**config.mk**
```make
export PLATFORM = sky130hd
export DESIGN_NAME = tbp_counter_update
export DESIGN_NICKNAME = d
export VERILOG_FILES = /design/src/sv/tbp_pkg.sv /design/src/sv/tbp_counter_update.sv
export SDC_FILE = /design/constraint.sdc
export NUM_CORES = 1
export LEC_CHECK = 0
export ABC_AREA = 1
export BUFFER_PORTS_ARGS = -buffer_cell sky130_fd_sc_hd__buf_4
export CORE_AREA = 2 2 39 41
export DETAILED_ROUTE_END_ITERATION = 12
export DIE_AREA = 0 0 41 43
export SLEW_MARGIN = 20
export SYNTH_ARGS = -nofsm -noshare
export SYNTH_HDL_FRONTEND = slang
export SYNTH_SLANG_ARGS = --single-unit
```
**constraint.sdc**
```tcl
create_clock -name vclk -period 0.8
set_input_delay 0.16 -clock vclk [all_inputs]
set_output_delay 0.16 -clock vclk [all_outputs]
set_load 0.01 [all_outputs]
```
**src/sv/tbp_pkg.sv**
```systemverilog
package tbp_pkg;

	// default table sizes, as history or index widths
	localparam int unsigned MAX_GLOBAL_BITS_DEF = 12;
	localparam int unsigned MAX_LOCAL_BITS_DEF  = 12;
	localparam int unsigned MAX_PC_BITS_DEF     = 12;

	// configuration register indexes
	localparam logic [1:0] CFG_GLOBAL_BITS = 2'd0;
	localparam logic [1:0] CFG_LOCAL_BITS  = 2'd1;
	localparam logic [1:0] CFG_PC_BITS     = 2'd2;

	// configuration reset values
	localparam logic [3:0] GLOBAL_BITS_RST = 4'd9;
	localparam logic [3:0] LOCAL_BITS_RST  = 4'd10;
	localparam logic [3:0] PC_BITS_RST     = 4'd10;

	// counter reset values
	localparam logic [1:0] CTR_RST     = 2'd1;
	localparam logic [1:0] CHOOSER_RST = 2'd2;

	// item kinds on tuser
	localparam logic MODE_PREDICT = 1'b0;
	localparam logic MODE_TRAIN   = 1'b1;

	typedef enum logic [1:0] {
		ST_CLEAR,
		ST_IDLE,
		ST_LOOKUP,
		ST_RESOLVE
	} tbp_state_t;

	typedef struct packed {
		logic [1:0] chooser;
		logic [1:0] gctr;
		logic [1:0] lctr;
	} tbp_ctrs_t;

	// effective width: zero acts as one, clipped at the table maximum
	function automatic logic [4:0] clamp_width(input logic [3:0] v, input int unsigned max_bits);
		logic [4:0] w;
		w = (v == 4'd0) ? 5'd1 : {1'b0, v};
		if (w > 5'(max_bits))
			w = 5'(max_bits);
		return w;
	endfunction

	function automatic logic [1:0] sat_step(input logic [1:0] c, input logic up);
		logic [1:0] r;
		if (up)
			r = (c == 2'd3) ? 2'd3 : c + 2'd1;
		else
			r = (c == 2'd0) ? 2'd0 : c - 2'd1;
		return r;
	endfunction

endpackage

```
**src/sv/tbp_counter_update.sv**
```systemverilog
module tbp_counter_update
	import tbp_pkg::*;
(
	input  tbp_ctrs_t ctrs,
	input  logic      taken,
	output tbp_ctrs_t ctrs_new,
	output logic      prediction
);

	logic lpred;
	logic gpred;

	assign lpred = ctrs.lctr[1];
	assign gpred = ctrs.gctr[1];

	// upper chooser bit picks the global component
	assign prediction = ctrs.chooser[1] ? gpred : lpred;

	always_comb begin
		ctrs_new = ctrs;
		// chooser moves only when exactly one component was right
		if (lpred == taken && gpred != taken)
			ctrs_new.chooser = sat_step(ctrs.chooser, 1'b0);
		else if (gpred == taken && lpred != taken)
			ctrs_new.chooser = sat_step(ctrs.chooser, 1'b1);
		ctrs_new.lctr = sat_step(ctrs.lctr, taken);
		ctrs_new.gctr = sat_step(ctrs.gctr, taken);
	end

endmodule

```
==> results of run 1 <==
where the power goes:
group          internal (mW)  leakage [nW]  switching (mW)
registers                  0             0               0
logic                  0.161         0.236           0.140
clock network              0             0               0
worst min-delay path, cell delays in order:
cell and delay, ps:
buf_4 90, a21oi_2 50, buf_4 130
layer usage:
metal  up-vias  GRT usage  part of all wire
li1        153          -                 -
met1       123     0.0918              0.31
met2         7      0.103              0.63
met3         0          0             0.055
met4         0          0                 0
met5         -          0                 0
cell usage after synthesis:
master,number
a21oi_1,4
inv_1,5
inv_2,1
nand2_1,13
nand2_2,3
nand3_1,2
nand3b_1,1
nor2_1,4
nor2_2,1
o21ai_0,2
how the worst max path moves through the flow:
stage	end	slack, ps
after floorplan	ctrs_new[4]	0.6
after global placement	ctrs_new[4]	-290
after detailed placement	ctrs_new[4]	-280
after CTS	ctrs_new[4]	-200
after global routing	ctrs_new[5]	-230
final	ctrs_new[5]	-190
area by class of cell:
type | count | area (um^2) | share of cell area
repair buffers | 20 | 205 | 0.425
multi-input cells | 30 | 215 | 0.446
inverters | 6 | 42.5 | 0.0881
well taps | 16 | 20.0 | 0.0415
metrics by stage:
stage | total power, mW | hold slack (ps) | cells | util | setup WS, ps
6_report | 0.302 | 583 | 72 | 0.349 | -194
3_5_place_dp | 0.199 | 599 | 70 | 0.231 | -278
2_1_floorplan | 0.0909 | 402 | 36 | - | 0.622
4_1_cts | 0.255 | 589 | 72 | 0.295 | -203
5_1_grt | 0.324 | 597 | 72 | 0.349 | -231
3_3_place_gp | 0.197 | 590 | 70 | 0.231 | -292
what timing repair did:
action                                  CTS  global route
endpoints found under the setup margin    6             7
buffers inserted                          2             1
gates resized for setup                  23            23
pin swaps                                 3             7
cells by family after synthesis:
kind of cell,Yosys count,share of synthesized area
AND/OR/NAND/NOR,24,0.669
buffers and inverters,6,0.142
AO/OA/AOI/OAI,6,0.189
==> flow_summary.json, run 1 <==
{
  "leakagePower_nw": 0.236,
  "stdcell_area_um2": 483,
  "relSlewSlack": 0.898,
  "grt_overflow": 0,
  "timing.final.ws_setup_ps": -194,
  "final_common_cell": "buf_4",
  "worstHoldEndpoint": "ctrs_new[0]",
  "critPathArrivalTime_ps": 830,
  "num_vias": 283,
  "syn_area_um2": 159,
  "n_clock_buffer": 0,
  "min-delay-start": "ctrs[0]",
  "min_path_cells": 3,
  "drtPass1Iterations": 1,
  "powerDensity_nw_per_um2": 624,
  "gp_congestion": 0.699,
  "die-width_um": 41,
  "yosys.area.top_type": "nand2_1",
  "slew_viol_final": 0,
  "cap_violations": 0,
  "fp.dieH_um": 43,
  "cpLargestDelayFamily": "simple AND/OR/NAND/NOR gates",
  "initial_utilization": 0.115,
  "postPlaceCellArea_um2": 320,
  "timing_hold_violations_final": 0,
  "finalSetupViolCount": 6,
  "cpPeakStageDelay_ps": 140,
  "routed_wl_um": 568,
  "synth_top_area_share": 0.307,
  "worst_slew_pin_slew_ps": 154,
  "path_cells": "buf_12, nor2_4, nor2_4, nand2_2, nand2_2, a21oi_2, buf_4",
  "cts_hold_repair.buffers": 0,
  "drive_above_1_share": 0.732,
  "synthTopCellsByArea": "nand2_1 (31%), a21oi_1 (13%), inv_1 (12%), nand2_2 (12%), nor2_1 (9.4%)",
  "yosys_warnings": 0,
  "critPathLaunch": "ctrs[3]",
  "required_ps": 640,
  "fmax_ghz": 1.01,
  "grt_max_degree": 7,
  "grt_usage": 0.0619,
  "vdd.ir_drop.worst_uv": 249,
  "postSynthCellCount": 36,
  "grt_pass1_wl_um": 834,
  "detail_route.iter0.violations": 0,
  "hold_class": "in2out",
  "detail_route.wl_per_cell_um": 7.89,
  "num-fill-cells": 152,
  "grt_pass1_vias": 187,
  "synthToLayoutAreaGrowth_pct": 204,
  "setup_tns_ps": -678,
  "period_minus_slack_ps": 994,
  "cp.depth": 7,
  "num_rows": 14,
  "pin_count": 14,
  "core_um2": 1380,
  "cp_slowest_cell": "nor2_4",
  "criticalPathCategory": "in2out",
  "seq_cell_count": 0,
  "synthDistinctLibCells": 10,
  "yosysSeqAreaShare": 0,
  "path_buf_inv": 2,
  "syn_avg_cell_area_um2": 4.41,
  "cp-end-kind": "output port",
  "seqCellArea_um2": 0,
  "crit_path_start_kind": "input pin",
  "violations": "negative setup slack",
  "dp_hpwl_um": 421,
  "layout_common_cells": "buf_4 (11), nand2_1 (8), nand2_2 (6), buf_6 (6), nor2_4 (4)",
  "drc_errors": 0,
  "dieArea_um2": 1760,
  "ant_nets": 0,
  "antenna-diode-count": 0,
  "via_per_inst": 3.93,
  "fin_crit_sh": 1.24,
  "rsz0062_at_grt": "yes",
  "crit_fanout": 4,
  "nets": 65,
  "status": "complete, but fails checks",
  "io_buffers": 14,
  "syn_nets": 43,
  "antenna_found_initial": 0
}
(Power assumes the default switching activity.)
==> inputs of run 2 (changes only) <==
--- a/config.mk
+++ b/config.mk
@@ -6,6 +6,7 @@
 export NUM_CORES = 1
 export LEC_CHECK = 0
 export ABC_AREA = 1
+export ABC_CLOCK_PERIOD_IN_PS = 800
 export BUFFER_PORTS_ARGS = -buffer_cell sky130_fd_sc_hd__buf_4
 export CORE_AREA = 2 2 39 41
 export DETAILED_ROUTE_END_ITERATION = 12
==> constraint.sdc (replaced) <==
create_clock -name vclk -period 0.8
set_input_delay 0.16 -clock vclk [all_inputs]
set_output_delay 0.16 -clock vclk [all_outputs]
set_load 0.05 [all_outputs]
==> run 2 against run 1 <==
The flow still finishes with violations (negative setup slack). Sequential share of layout area unchanged. Flip-flop and latch count did not move. Power rose by 51%. Largest power group unchanged. Non-clock buffer count increased by 1. First-iteration DRC count rose by 1. Final area up 14%. Count of clock-buffer cells in the layout unchanged. Hold slack better by 26 ps.
==> flow_summary.json, run 2 (same netlist as run 1, synthesis figures left out) <==
{
  "status": "complete, but fails checks",
  "violations": "negative setup slack",
  "fin_crit_sh": 1.30,
  "total_power_mw": 0.456,
  "synthToLayoutAreaGrowth_pct": 246,
  "timing_hold_violations_final": 0,
  "io_buffers": 14,
  "vdd.ir_drop.worst_uv": 295,
  "antenna-diode-count": 0,
  "grt_max_degree": 7,
  "slew_viol_final": 0,
  "n_clock_buffer": 0,
  "cap_violations": 0,
  "seq_cell_count": 0,
  "relSlewSlack": 0.891,
  "pin_count": 14,
  "routed_wl_um": 591,
  "final_cells": 73,
  "nets": 66,
  "ant_nets": 0,
  "num_rows": 14,
  "fmax_ghz": 0.959,
  "initial_utilization": 0.115,
  "detail_route.iter0.violations": 1,
  "grt_usage": 0.0819,
  "num-fill-cells": 155,
  "die-width_um": 41,
  "setup_tns_ps": -1020,
  "detail_route.wl_per_cell_um": 8.10,
  "hold_class": "in2out",
  "dieArea_um2": 1760,
  "antenna_found_initial": 0,
  "drc_errors": 0,
  "dp_hpwl_um": 468,
  "finalSetupViolCount": 7,
  "grt_overflow": 0,
  "grt_pass1_vias": 291,
  "layout_common_cells": "buf_6 (10), nand2_2 (7), buf_4 (7)",
  "whs_ps": 609,
  "timing.final.ws_setup_ps": -243,
  "fp.dieH_um": 43,
  "leakagePower_nw": 0.255,
  "criticalPathCategory": "in2out",
  "num_vias": 297,
  "via_per_inst": 4.07,
  "gp_congestion": 0.699,
  "drtPass1Iterations": 2,
  "critPathArrivalTime_ps": 880,
  "powerDensity_nw_per_um2": 828,
  "crit_fanout": 4,
  "drive_above_1_share": 0.825,
  "required_ps": 640,
  "seqCellArea_um2": 0,
  "core_um2": 1380,
  "dp_slack_ps": -372,
  "cp-end-kind": "output port",
  "worst_slew_pin_slew_ps": 164,
  "final_common_cell": "buf_6",
  "dp_cells": 73,
  "period_minus_slack_ps": 1040,
  "crit_path_start_kind": "input pin",
  "grt_pass1_wl_um": 1110,
  "rsz0062_at_grt": "yes"
}
## run 2: cell type report
| class | instances | area (um^2) | area share |
|---|---|---|---|
| multi-input combinational | 30 | 255 | 0.464 |
| timing repair buffer | 21 | 235 | 0.427 |
| inverter | 6 | 40.0 | 0.0727 |
| tap | 16 | 20.0 | 0.0364 |
## run 2: repair_timing
action,in CTS,in global routing
setup buffers,1,1
gates resized for setup,31,7
endpoints found under the setup margin,7,7
pin swaps,10,7
hold buffers,0,0
## run 2: worst max-delay path, cell delays in order
cell and delay [ps]:
buf_12 110, nor2_4 130, nor2_4 50, nand2_2 80
nand2_2 60, a21oi_4 120, buf_6 170
## run 2: path summary, 6_finish.rpt
check | startpoint | end | slack (ps) | cells past startpoint
worst min-delay path | ctrs[0] | ctrs_new[0] | 610 | 3
worst max-delay path | ctrs[3] | ctrs_new[5] | -240 | 7
## run 2: power breakdown
part	leakage, nW	total, mW	internal (mW)	switching [mW]
Clock	0	0	0	0
Sequential	0	0	0	0
Combinational	0.255	0.456	0.198	0.258
Total	0.255	0.456	0.198	0.258
## run 2: layer usage
| metal | vias to the layer above | part of all wire | global-route usage |
|---|---|---|---|
| li1 | 157 | - | - |
| met1 | 134 | 0.35 | 0.104 |
| met2 | 6 | 0.59 | 0.150 |
| met3 | 0 | 0.054 | 0.00524 |
| met4 | 0 | 0 | 0 |
| met5 | - | 0 | 0 |
## run 2: stage by stage
stage	utilization	area [um^2]
finish	0.398	551
global route	0.398	551
CTS	0.378	523
detailed placement	0.297	412
global placement	0.297	412
floorplan	-	234
